[src/rtl/cdid_pkg.sv]
// cdid_pkg: types, constants and arithmetic helpers for the CD TOC disc-id block.
// Used by the channel interfaces and by every cdid_* module; depends on nothing.
`timescale 1ns / 1ps

package cdid_pkg;

  // Track limit and field widths
  localparam int unsigned MAX_TRACKS   = 99;
  localparam int unsigned MIN_W        = 7;
  localparam int unsigned SEC_W        = 6;
  localparam int unsigned TOTAL_W      = 13;  // up to 127*60+63 = 7683
  localparam int unsigned DSUM_W       = 6;   // digit sum of a 13-bit value
  localparam int unsigned DTOT_W       = 12;  // running digit total
  localparam int unsigned TRK_W        = 7;
  localparam int unsigned ID_W         = 32;
  localparam int unsigned SPAN_W       = 24;  // span bits that survive the << 8

  // Queue between front and back
  localparam int unsigned FIFO_DEPTH   = 2;
  localparam int unsigned FIFO_AW      = (FIFO_DEPTH > 1) ? $clog2(FIFO_DEPTH) : 1;
  localparam int unsigned FIFO_CW      = $clog2(FIFO_DEPTH + 1);

  localparam logic [TRK_W-1:0] MAX_TRACKS_C = TRK_W'(MAX_TRACKS);

  typedef logic [MIN_W-1:0]   minutes_t;
  typedef logic [SEC_W-1:0]   seconds_t;
  typedef logic [TOTAL_W-1:0] total_t;
  typedef logic [DSUM_W-1:0]  dsum_t;
  typedef logic [DTOT_W-1:0]  dtot_t;
  typedef logic [TRK_W-1:0]   trk_t;
  typedef logic [ID_W-1:0]    disc_id_t;

  // One classified TOC entry, front to back
  typedef struct packed {
    logic   leadout;
    total_t total;
    dsum_t  dsum;
  } entry_t;

  // floor(v / 100) for v < 8192, reciprocal 5243 / 2^19
  function automatic logic [6:0] div100(input total_t v);
    logic [25:0] prod;
    begin
      prod   = 26'(v) * 26'd5243;
      div100 = prod[25:19];
    end
  endfunction

  // floor(x / 10) for x < 128, reciprocal 205 / 2^11
  function automatic logic [3:0] div10(input logic [6:0] x);
    logic [14:0] prod;
    begin
      prod  = 15'(x) * 15'd205;
      div10 = prod[14:11];
    end
  endfunction

  // Decimal digit sum of a 13-bit value: split at 100, then each half at 10
  function automatic dsum_t digit_sum(input total_t v);
    logic [6:0]  q;
    logic [6:0]  r;
    logic [13:0] q100;
    logic [3:0]  q_hi;
    logic [3:0]  r_hi;
    logic [6:0]  q_lo;
    logic [6:0]  r_lo;
    begin
      q    = div100(v);
      q100 = 14'(q) * 14'd100;
      r    = 7'(14'(v) - q100);
      q_hi = div10(q);
      r_hi = div10(r);
      q_lo = q - (7'(q_hi) * 7'd10);
      r_lo = r - (7'(r_hi) * 7'd10);
      digit_sum = DSUM_W'(q_hi) + DSUM_W'(q_lo[3:0]) + DSUM_W'(r_hi) + DSUM_W'(r_lo[3:0]);
    end
  endfunction

  // v mod 255 for a 12-bit value: fold the high nibble, one correction
  function automatic logic [7:0] mod255(input dtot_t v);
    logic [8:0] s;
    begin
      s = 9'(v[11:8]) + 9'(v[7:0]);
      if (s >= 9'd255) begin
        s = s - 9'd255;
      end
      mod255 = s[7:0];
    end
  endfunction

endpackage

[src/rtl/cdid_ifs.sv]
// Valid/ready channel interfaces for TOC entries in and disc ids out.
// Depends on cdid_pkg for the payload types.
`timescale 1ns / 1ps

interface cdid_in_if;
  logic                valid;
  logic                ready;
  cdid_pkg::minutes_t  minutes;
  cdid_pkg::seconds_t  seconds;
  logic                is_leadout;

  modport source (output valid, output minutes, output seconds, output is_leadout,
                  input ready);
  modport sink   (input valid, input minutes, input seconds, input is_leadout,
                  output ready);
endinterface

interface cdid_out_if;
  logic                valid;
  logic                ready;
  cdid_pkg::disc_id_t  disc_id;
  cdid_pkg::trk_t      track_total;
  logic                too_many_tracks;

  modport source (output valid, output disc_id, output track_total,
                  output too_many_tracks, input ready);
  modport sink   (input valid, input disc_id, input track_total,
                  input too_many_tracks, output ready);
endinterface

[src/rtl/cdid_front.sv]
// cdid_front: accepts TOC entries, forms total seconds, then the digit sum.
// Depends on cdid_pkg and the cdid_in_if interface.
`timescale 1ns / 1ps

module cdid_front (
  input  logic              clk_i,
  input  logic              rst_ni,
  cdid_in_if.sink           in_i,
  output logic              push_o,
  output cdid_pkg::entry_t  push_entry_o,
  input  logic              push_ready_i
);
  import cdid_pkg::*;

  logic   a_valid_q, a_valid_d;
  logic   a_leadout_q;
  total_t a_total_q;
  total_t total_in;
  logic   in_xfer;
  logic   advance;

  // minutes*60 + seconds as (m<<6) - (m<<2) + s
  assign total_in = (TOTAL_W'(in_i.minutes) << 6) - (TOTAL_W'(in_i.minutes) << 2)
                  + TOTAL_W'(in_i.seconds);

  assign advance   = a_valid_q && push_ready_i;
  assign in_i.ready = !a_valid_q || push_ready_i;
  assign in_xfer   = in_i.valid && in_i.ready;

  always_comb begin
    a_valid_d = a_valid_q;
    if (in_xfer) begin
      a_valid_d = 1'b1;
    end else if (advance) begin
      a_valid_d = 1'b0;
    end
  end

  // Stage register: control
  always_ff @(posedge clk_i or negedge rst_ni) begin
    if (!rst_ni) begin
      a_valid_q <= 1'b0;
    end else begin
      a_valid_q <= a_valid_d;
    end
  end

  // Stage register: payload
  always_ff @(posedge clk_i) begin
    if (in_xfer) begin
      a_total_q   <= total_in;
      a_leadout_q <= in_i.is_leadout;
    end
  end

  // Digit sum on the registered total, into the queue
  assign push_o               = a_valid_q;
  assign push_entry_o.leadout = a_leadout_q;
  assign push_entry_o.total   = a_total_q;
  assign push_entry_o.dsum    = digit_sum(a_total_q);

  // A held entry stays held until the queue takes it
  a_hold: assert property (@(posedge clk_i) disable iff (!rst_ni)
    a_valid_q && !push_ready_i |=> a_valid_q && $stable(a_total_q))
    else $error("front stage dropped an entry");

  // Never accept while the stage is full and blocked
  a_no_over: assert property (@(posedge clk_i) disable iff (!rst_ni)
    a_valid_q && !push_ready_i |-> !in_xfer)
    else $error("front stage overwritten");

endmodule

[src/rtl/cdid_fifo.sv]
// cdid_fifo: short queue of classified entries between front and back.
// Depends on cdid_pkg.
`timescale 1ns / 1ps

module cdid_fifo (
  input  logic              clk_i,
  input  logic              rst_ni,
  input  logic              push_i,
  input  cdid_pkg::entry_t  push_entry_i,
  output logic              push_ready_o,
  output logic              pop_valid_o,
  output cdid_pkg::entry_t  pop_entry_o,
  input  logic              pop_i
);
  import cdid_pkg::*;

  entry_t                 mem_q [FIFO_DEPTH];
  logic [FIFO_AW-1:0]     wr_ptr_q, rd_ptr_q;
  logic [FIFO_CW-1:0]     count_q;
  logic                   do_push, do_pop;

  assign push_ready_o = (count_q != FIFO_CW'(FIFO_DEPTH));
  assign pop_valid_o  = (count_q != '0);
  assign do_push      = push_i && push_ready_o;
  assign do_pop       = pop_i && pop_valid_o;
  assign pop_entry_o  = mem_q[rd_ptr_q];

  // Pointers and fill count
  always_ff @(posedge clk_i or negedge rst_ni) begin
    if (!rst_ni) begin
      wr_ptr_q <= '0;
      rd_ptr_q <= '0;
      count_q  <= '0;
    end else begin
      if (do_push) begin
        wr_ptr_q <= (wr_ptr_q == FIFO_AW'(FIFO_DEPTH - 1)) ? '0 : wr_ptr_q + 1'b1;
      end
      if (do_pop) begin
        rd_ptr_q <= (rd_ptr_q == FIFO_AW'(FIFO_DEPTH - 1)) ? '0 : rd_ptr_q + 1'b1;
      end
      if (do_push && !do_pop) begin
        count_q <= count_q + 1'b1;
      end else if (do_pop && !do_push) begin
        count_q <= count_q - 1'b1;
      end
    end
  end

  // Storage
  always_ff @(posedge clk_i) begin
    if (do_push) begin
      mem_q[wr_ptr_q] <= push_entry_i;
    end
  end

  q_bound: assert property (@(posedge clk_i) disable iff (!rst_ni)
    count_q <= FIFO_CW'(FIFO_DEPTH))
    else $error("queue count past depth");

  q_empty_ptrs: assert property (@(posedge clk_i) disable iff (!rst_ni)
    count_q == '0 |-> wr_ptr_q == rd_ptr_q)
    else $error("queue pointers disagree with count");

endmodule

[src/rtl/cdid_back.sv]
// cdid_back: per-disc accumulation and disc-id output register.
// Depends on cdid_pkg and the cdid_out_if interface.
`timescale 1ns / 1ps

module cdid_back (
  input  logic              clk_i,
  input  logic              rst_ni,
  input  logic              pop_valid_i,
  input  cdid_pkg::entry_t  pop_entry_i,
  output logic              pop_o,
  cdid_out_if.source        out_o
);
  import cdid_pkg::*;

  dtot_t              digit_total_q;
  trk_t               tracks_q;
  total_t             first_q;
  logic               overflow_q;
  logic               out_valid_q, out_valid_d;
  disc_id_t           id_q;
  trk_t               trk_out_q;
  logic               ovf_out_q;
  logic               pop;
  logic               pop_track, pop_lead;
  logic [SPAN_W-1:0]  span;
  disc_id_t           id_d;

  // Track entries never block; a lead-out needs the output register free
  assign pop = pop_valid_i && (!pop_entry_i.leadout || !out_valid_q || out_o.ready);
  assign pop_o     = pop;
  assign pop_track = pop && !pop_entry_i.leadout;
  assign pop_lead  = pop && pop_entry_i.leadout;

  // Span keeps only the bits that survive the shift; wraps when negative
  assign span = (tracks_q != '0) ? SPAN_W'(pop_entry_i.total) - SPAN_W'(first_q) : '0;
  assign id_d = {mod255(digit_total_q), 24'd0} | {span, 8'd0} | ID_W'(tracks_q);

  always_comb begin
    out_valid_d = out_valid_q;
    if (pop_lead) begin
      out_valid_d = 1'b1;
    end else if (out_o.ready) begin
      out_valid_d = 1'b0;
    end
  end

  // Disc state and output valid
  always_ff @(posedge clk_i or negedge rst_ni) begin
    if (!rst_ni) begin
      digit_total_q <= '0;
      tracks_q      <= '0;
      first_q       <= '0;
      overflow_q    <= 1'b0;
      out_valid_q   <= 1'b0;
    end else begin
      out_valid_q <= out_valid_d;
      if (pop_lead) begin
        digit_total_q <= '0;
        tracks_q      <= '0;
        first_q       <= '0;
        overflow_q    <= 1'b0;
      end else if (pop_track) begin
        if (tracks_q >= MAX_TRACKS_C) begin
          overflow_q <= 1'b1;
        end else begin
          if (tracks_q == '0) begin
            first_q <= pop_entry_i.total;
          end
          digit_total_q <= digit_total_q + DTOT_W'(pop_entry_i.dsum);
          tracks_q      <= tracks_q + 1'b1;
        end
      end
    end
  end

  // Result payload
  always_ff @(posedge clk_i) begin
    if (pop_lead) begin
      id_q      <= id_d;
      trk_out_q <= tracks_q;
      ovf_out_q <= overflow_q;
    end
  end

  assign out_o.valid           = out_valid_q;
  assign out_o.disc_id         = id_q;
  assign out_o.track_total     = trk_out_q;
  assign out_o.too_many_tracks = ovf_out_q;

  b_clear: assert property (@(posedge clk_i) disable iff (!rst_ni)
    pop_lead |=> tracks_q == '0 && digit_total_q == '0 && !overflow_q)
    else $error("disc state not cleared after lead-out");

  b_limit: assert property (@(posedge clk_i) disable iff (!rst_ni)
    tracks_q <= MAX_TRACKS_C)
    else $error("track count past limit");

  b_cause: assert property (@(posedge clk_i) disable iff (!rst_ni)
    $rose(out_valid_q) |-> $past(pop_lead))
    else $error("result without lead-out");

  b_no_drop: assert property (@(posedge clk_i) disable iff (!rst_ni)
    out_valid_q && !out_o.ready |-> !pop_lead)
    else $error("pending result overwritten");

endmodule

[src/rtl/cd_toc_disc_id.sv]
// cd_toc_disc_id: top level of the CD table-of-contents disc-id block.
// Depends on cdid_pkg, cdid_ifs, cdid_front, cdid_fifo and cdid_back.
//
// Usage:
//   in_i  carries one TOC entry per transfer: minutes, seconds, is_leadout.
//         Track entries come first, then one lead-out entry closes the disc.
//   out_o carries one result per lead-out: disc_id, track_total and
//         too_many_tracks. Track entries give no result.
//   Throughput: one entry per cycle, sustained, also across lead-outs while
//         out_o keeps taking results.
//   Path: a lead-out transferred on in_i passes the input stage register and
//         the queue (its digit sum is formed combinationally on the way in),
//         then the accumulator loads the output register that drives out_o.
//   Track entries past the 99th are dropped and flag too_many_tracks.
//   Reset clears the disc state, the queue and the output register valid.
//   When out_o stalls, the result waits in the output register; track entries
//   keep flowing, and a following lead-out waits in the two-entry queue, which
//   in turn holds off in_i once full.
`timescale 1ns / 1ps

module cd_toc_disc_id (
  input  logic        clk_i,
  input  logic        rst_ni,
  cdid_in_if.sink     in_i,
  cdid_out_if.source  out_o
);
  import cdid_pkg::*;

  logic   push, push_ready;
  entry_t push_entry;
  logic   pop_valid, pop;
  entry_t pop_entry;

  cdid_front u_front (
    .clk_i        (clk_i),
    .rst_ni       (rst_ni),
    .in_i         (in_i),
    .push_o       (push),
    .push_entry_o (push_entry),
    .push_ready_i (push_ready)
  );

  cdid_fifo u_fifo (
    .clk_i        (clk_i),
    .rst_ni       (rst_ni),
    .push_i       (push),
    .push_entry_i (push_entry),
    .push_ready_o (push_ready),
    .pop_valid_o  (pop_valid),
    .pop_entry_o  (pop_entry),
    .pop_i        (pop)
  );

  cdid_back u_back (
    .clk_i       (clk_i),
    .rst_ni      (rst_ni),
    .pop_valid_i (pop_valid),
    .pop_entry_i (pop_entry),
    .pop_o       (pop),
    .out_o       (out_o)
  );

endmodule

[src/flat_wrapper.sv]
// flat-port wrapper written by rule: the top's interface ports become plain ports
module cd_toc_disc_id_flat import cdid_pkg::*;
  (clk_i, rst_ni, in_i_valid, in_i_minutes, in_i_seconds, in_i_is_leadout, in_i_ready, out_o_valid, out_o_disc_id, out_o_track_total, out_o_too_many_tracks, out_o_ready);
  cdid_in_if in_i_i ();
  cdid_out_if out_o_i ();
  input  logic clk_i;
  input  logic rst_ni;
  input wire logic [$bits(in_i_i.valid)-1:0] in_i_valid;
  input wire logic [$bits(in_i_i.minutes)-1:0] in_i_minutes;
  input wire logic [$bits(in_i_i.seconds)-1:0] in_i_seconds;
  input wire logic [$bits(in_i_i.is_leadout)-1:0] in_i_is_leadout;
  output wire logic [$bits(in_i_i.ready)-1:0] in_i_ready;
  output wire logic [$bits(out_o_i.valid)-1:0] out_o_valid;
  output wire logic [$bits(out_o_i.disc_id)-1:0] out_o_disc_id;
  output wire logic [$bits(out_o_i.track_total)-1:0] out_o_track_total;
  output wire logic [$bits(out_o_i.too_many_tracks)-1:0] out_o_too_many_tracks;
  input wire logic [$bits(out_o_i.ready)-1:0] out_o_ready;
  assign in_i_i.valid = in_i_valid;
  assign in_i_i.minutes = in_i_minutes;
  assign in_i_i.seconds = in_i_seconds;
  assign in_i_i.is_leadout = in_i_is_leadout;
  assign in_i_ready = in_i_i.ready;
  assign out_o_valid = out_o_i.valid;
  assign out_o_disc_id = out_o_i.disc_id;
  assign out_o_track_total = out_o_i.track_total;
  assign out_o_too_many_tracks = out_o_i.too_many_tracks;
  assign out_o_i.ready = out_o_ready;
  cd_toc_disc_id u_core (.clk_i(clk_i), .rst_ni(rst_ni), .in_i(in_i_i), .out_o(out_o_i));
endmodule
[config.mk]
export PLATFORM = sky130hd
export DESIGN_NAME = cd_toc_disc_id_flat
export DESIGN_NICKNAME = d
export VERILOG_FILES = /design/src/rtl/cdid_pkg.sv /design/src/rtl/cdid_ifs.sv /design/src/rtl/cdid_front.sv /design/src/rtl/cdid_fifo.sv /design/src/rtl/cdid_back.sv /design/src/rtl/cd_toc_disc_id.sv /design/src/flat_wrapper.sv
export SDC_FILE = /design/constraint.sdc
export NUM_CORES = 1
export LEC_CHECK = 0
export BUFFER_PORTS_ARGS = -buffer_cell sky130_fd_sc_hd__buf_2
export CAP_MARGIN = 40
export CORE_MARGIN = 2
export CORE_UTILIZATION = 45
export DETAILED_ROUTE_END_ITERATION = 7
export HOLD_SLACK_MARGIN = 0.12
export PLACE_DENSITY = 0.72
export SLEW_MARGIN = 20
export SYNTH_ARGS = -nofsm -noshare
export SYNTH_HDL_FRONTEND = slang
export SYNTH_SLANG_ARGS = --single-unit
export TNS_END_PERCENT = 100
[constraint.sdc]
create_clock -name clk_i -period 17.4 [get_ports clk_i]
set_input_delay 2.61 -clock clk_i [delete_from_list [all_inputs] [get_ports clk_i]]
set_output_delay 2.61 -clock clk_i [all_outputs]
set_load 0.005 [all_outputs]
Word level (Yosys, flattened, before mapping)
Memories as Yosys holds them, arrays and structs flattened.
Cells that the tools add are included.
{"block": "op_classes", "add_sub_neg": 17, "multipliers": 6, "magnitude_cmp": 2, "eq_ne": 2, "mux": 25, "bitwise_logic": 2, "reduce_logical": 28}
{"operator": "13-bit two-way mux", "count": 4}
{"operator": "12-bit two-way mux", "count": 3}
{"operator": "32-bit bitwise OR", "count": 1}
{"operator": "32-bit by 7-bit bitwise OR with 32-bit output", "count": 1}
{"operator": "7-bit by 8-bit multiplier with 15-bit output (second input constant)", "count": 2}
{"operator": "13-bit by 13-bit multiplier with 26-bit output (second input constant)", "count": 1}
{"operator": "24-bit two-way mux", "count": 1}
{"operator": "7-bit two-way mux", "count": 3}
{"operator": "2-bit nonzero test", "count": 7}
{"operator": "13-bit by 13-bit subtractor with 14-bit output", "count": 1}
{"operator": "13-bit by 6-bit adder with 13-bit output", "count": 1}
{"operator": "13-bit by 9-bit subtractor with 13-bit output", "count": 1}
{"operator": "12-bit by 6-bit adder with 12-bit output", "count": 1}
{"operator": "1-bit two-way mux", "count": 11}
{"operator": "4-bit by 8-bit adder with 9-bit output", "count": 1}
{"operator": "9-bit by 8-bit >= comparator with 1-bit output (second input constant)", "count": 1}
{"operator": "1-bit logical AND", "count": 8}
{"operator": "4-bit by 3-bit multiplier with 3-bit output (second input constant)", "count": 2}
{"operator": "8-bit two-way mux", "count": 1}
{"operator": "4-bit subtractor", "count": 2}
{"operator": "8-bit subtractor (second input constant)", "count": 1}
{"operator": "7-bit by 1-bit adder with 7-bit output (second input constant)", "count": 1}
{"operator": "7-bit >= comparator (second input constant)", "count": 1}
{"operator": "7-bit zero test", "count": 1}
{"operator": "other kinds (15)", "count": 25}
{"block": "word_totals", "ff_bits": 93, "mem_bits_rw": 40, "in_bits": 18, "out_inout_bits": 42, "elab_cells": 97, "memories": 1}
{"name": "u_core.u_fifo.mem_q", "depth": 2, "width": 20, "read_ports": 1, "rd_ports_with_merged_regs": 0, "write_ports": 1, "line_no": "cdid_fifo.sv:17", "rtl": "entry_t mem_q [FIFO_DEPTH];"}

Depth between registers and ports, before layout
An unclocked memory read counts as a cell.
{"block": "logic_depth", "depth_word": 9, "depth_mapped": 50, "depth_no_buf": 50}

Cells and area by module
Synthesis repeated with hierarchy kept, for this count alone.
{"block": "unflattened", "cells_unflattened": 1048, "area_unflattened_um2": 11511.0}
{"mod": "cdid_front", "n_inst": 1, "cells_per_inst": 610, "area_per_inst_um2": 6078.3, "seq_area_each_um2": 445.4}
{"mod": "cdid_back", "n_inst": 1, "cells_per_inst": 358, "area_per_inst_um2": 3767.4, "seq_area_each_um2": 1751.7}
{"mod": "cdid_fifo", "n_inst": 1, "cells_per_inst": 80, "area_per_inst_um2": 1665.3, "seq_area_each_um2": 1301.2}

Worst setup path after synthesis
Ideal clock, no wire load.
{"block": "synth_path", "kind": "register to register", "startpoint": "register u_core.u_front.a_total_q[9]", "endpoint": "memory u_core.u_fifo.mem_q[0][5] (netlist bit) (data pin)", "setup_ns": 0.261, "arrival_ns": 11.207, "required_time_ns": 17.139, "slack_ns": 5.931, "path_stages_with_launch": 47, "path_buffers": 0, "period_less_slack_ns": 11.469, "cell_sequence": "edfxtp_1 > ha_1 > fa_1 > fa_1 > fa_1 > inv_1 > fa_1 > inv_1 > ha_1 > a211oi_1 > o21ai_1 > a41o_1 > a31oi_1 > xnor2_1 > ha_1 > fa_1 > maj3_2 > o21bai_4 > (+11 left out) > a21boi_0 > o21a_1 > o21a_1 > o21ai_0 > nand2b_1 > xor2_1 > fa_1 > xor2_1 > xnor2_1 > xnor2_1 > fa_1 > inv_1 > fa_1 > inv_1 > ha_1 > nor2b_1 > o21ai_0 > nand2b_1"}
{"item": "start: declaration", "line_no": "cdid_front.sv:17", "rtl": "total_t a_total_q;"}
{"item": "start signal: assignment", "line_no": "cdid_front.sv:51", "rtl": "a_total_q <= total_in;"}
{"item": "end: declaration", "line_no": "cdid_fifo.sv:17"}

==> impl_metrics.json <==
{
  "cts-resized-gates": 0,
  "worstSetupStartpointType": "flop",
  "worst-path-max-fanout": 8,
  "slew_viol_final": 0,
  "die_y_um": 162,
  "hpwlAfterDp_um": 17800,
  "crit_top_cell": "inv_1",
  "timing.final.hold_violations": 0,
  "layout_common_cells": "ha_1, inv_1, fa_1",
  "first_pass_iters": 5,
  "num_io_pins": 60,
  "antennaDiodeCount": 0,
  "cp.arrival_ns": 12.69,
  "synth_edf_count": 84,
  "core_area_um2": 24400,
  "grt_pass1_vias": 7616,
  "synth.avg_cell_area_um2": 11.2,
  "area_growth_pct": 12.0,
  "cts_root_buf": "clkbuf_16",
  "cts_setup_buffers": 0,
  "numPortBuffers": 58,
  "fmax_mhz": 79.7,
  "wirelength_um": 21500,
  "fillers": 2134,
  "worst-setup-path-type": "flop to flop",
  "run_status": "finished clean",
  "hold_buffers": 0,
  "worst_slew_pin_slew_ns": 0.721,
  "clock-sinks": 123,
  "htree_levels": 4,
  "routedWlPerCell_um": 15.3,
  "synth_seq_cells": 123,
  "cp.required_ns": 17.55,
  "clock_path_buffers": 2,
  "grt_max_degree": 32,
  "synth.lib_cells_used.distinct": 68,
  "grt_antenna_before_repair": 0,
  "critPathMaxStageDelay_ns": 0.68,
  "synthArstFlopShare_pct": 31.7,
  "mostFrequentLayoutCell": "ha_1",
  "fin_nets": 1381,
  "grt_util_all_layers_pct": 17.6,
  "cts.clk_slew.worst_paths_ns": 0.05,
  "min-delay-start": "u_core.u_back.overflow_q",
  "vias_per_cell": 5.09,
  "critPathSlowestCell": "edfxtp_1",
  "timing.critical_path.buf_inv": 10,
  "finClkSkew_ns": 0.00591,
  "slew_headroom_pct": 52.0,
  "clk_latency_ns": 0.41,
  "cp-end-kind": "flop",
  "cts_tree": "built",
  "ys.flop_type": "edfxtp_1",
  "ys_seq_area_share_pct": 31.2,
  "dieWidth_um": 162,
  "syn-num-nets": 1313,
  "fin_crit_sh_pct": 72.1,
  "setup_viol": 0,
  "design.die.area_um2": 26200,
  "via_count": 7176,
  "min_path_type": "flop to flop",
  "gr-total-overflow": 0,
  "drive_above_1_share_pct": 12.1,
  "min_period_ns": 12.54,
  "fin_util_pct": 51.5,
  "hold_end": "u_core.u_back.out_o.too_many_tracks",
  "syn_inst": 1005,
  "maxCapViolations": 0,
  "regToRegSetupSlack_ns": 4.86,
  "gp_congestion": 0.828,
  "synthesis.area_um2": 11200,
  "cts_buffers": 17,
  "drt-initial-drc-count": 378,
  "final_cells": 1409,
  "reg2reg_to": "u_core.u_fifo.mem_q[1][5]",
  "ff2ff_path_depth": 50,
  "min_path_cells": 0,
  "ant_nets": 0,
  "route.detailed.drc": 0,
  "rows": 57,
  "place_inst": 1378,
  "ys_warn_count": 0,
  "r2r_start": "u_core.u_front.a_total_q[4]",
  "initial_core_util_pct": 46.0,
  "crit_family": "adder cells",
  "finalSetupTns_ns": 0,
  "grt_setup_unrepaired": "no",
  "grt_pass1_wl_um": 36700
}
cell type report:
cell class | count | area [um2] | area share (%)
clock buffer | 19 | 433 | 3.44
multi-input combinational | 672 | 6920 | 55.0
timing repair buffer | 67 | 398 | 3.16
inverter | 192 | 721 | 5.73
sequential | 123 | 3500 | 27.8
clock inverter | 12 | 198 | 1.57
tap | 324 | 405 | 3.22
worst register-to-register path, delay by kind of cell, from the launching register on:
| family | cells | cell delay, ns |
|---|---|---|
| fa+ha+maj | 17 | 6.85 |
| simple gates | 7 | 1.28 |
| flops | 1 | 0.68 |
| compound gates | 10 | 1.61 |
| buf+inv | 10 | 0.81 |
| xor+xnor | 6 | 1.04 |
worst max path at each step:
stage / from / to / cells after the start
after floorplan: u_core.u_front.a_total_q[9] / u_core.u_fifo.mem_q[0][5] / 46
after global placement: u_core.u_front.a_total_q[4] / u_core.u_fifo.mem_q[0][5] / 50
after detailed placement: u_core.u_front.a_total_q[4] / u_core.u_fifo.mem_q[0][5] / 50
after CTS: u_core.u_front.a_total_q[4] / u_core.u_fifo.mem_q[1][5] / 50
after global routing: u_core.u_front.a_total_q[4] / u_core.u_fifo.mem_q[1][5] / 50
final: u_core.u_front.a_total_q[4] / u_core.u_fifo.mem_q[1][5] / 50
metal layers:
| metal | vias up | track usage (%) | wire length, um |
|---|---|---|---|
| li1 | 3532 | - | - |
| met1 | 3477 | 21.9 | 9540 |
| met2 | 144 | 31.5 | 11000 |
| met3 | 23 | 3.04 | 712 |
| met4 | 0 | 4.42 | 299 |
| met5 | - | 0 | 0 |
logic make-up after synthesis:
kind of cell	Yosys count	synth area share [%]
AOI/OAI and AO/OA	132	8.58
xor gates and xnor gates	67	5.48
adders and majority gates	292	38.3
buffers and inverters	210	7.36
DFF	123	31.2
muxes	22	2.15
other	1	0.0334
and+or+nand+nor	158	6.98
registers in the layout (all words and copies together) (netlist names):
signal and cells:
u_core.u_fifo.mem_q 40, u_core.u_back.out_o.disc_id 23, u_core.u_back.first_q 13, u_core.u_front.a_total_q 13
u_core.u_back.digit_total_q 12, u_core.u_back.tracks_q 7, u_core.u_back.out_o.track_total 6, u_core.u_fifo.count_q 2
u_core.u_back.out_o.too_many_tracks 1, u_core.u_back.out_o.valid 1, u_core.u_back.overflow_q 1, u_core.u_fifo.rd_ptr_q 1
u_core.u_fifo.wr_ptr_q 1, u_core.u_front.a_leadout_q 1, u_core.u_front.push_o 1
cell usage after synthesis (11+ instances only):
library cell | count | area share, %
nor3_1 | 19 | 0.85
mux2_2 | 17 | 1.7
ha_1 | 204 | 23
a21oi_1 | 21 | 0.94
a21o_1 | 12 | 0.80
dfrtp_1 | 39 | 8.7
edfxtp_1 | 84 | 22
fa_1 | 86 | 15
xnor2_1 | 36 | 2.8
o21a_1 | 11 | 0.74
o21ai_0 | 35 | 1.6
xor2_1 | 28 | 2.2
nand2_1 | 35 | 1.2
nand2b_1 | 11 | 0.61
inv_1 | 191 | 6.4
nor2_1 | 49 | 1.6
through the flow:
step,hold slack [ns],cell area (um2),setup slack (ns)
6_report,0.489,12600,4.86
5_1_grt,0.483,12600,4.17
4_1_cts,0.478,12600,4.84
3_5_place_dp,0.463,11900,4.92
3_3_place_gp,0.471,11900,5.15
2_1_floorplan,0.421,11200,5.93
Power is not shown: default switching activity piles up to over one toggle a cycle in this logic, so the estimate is an artifact.
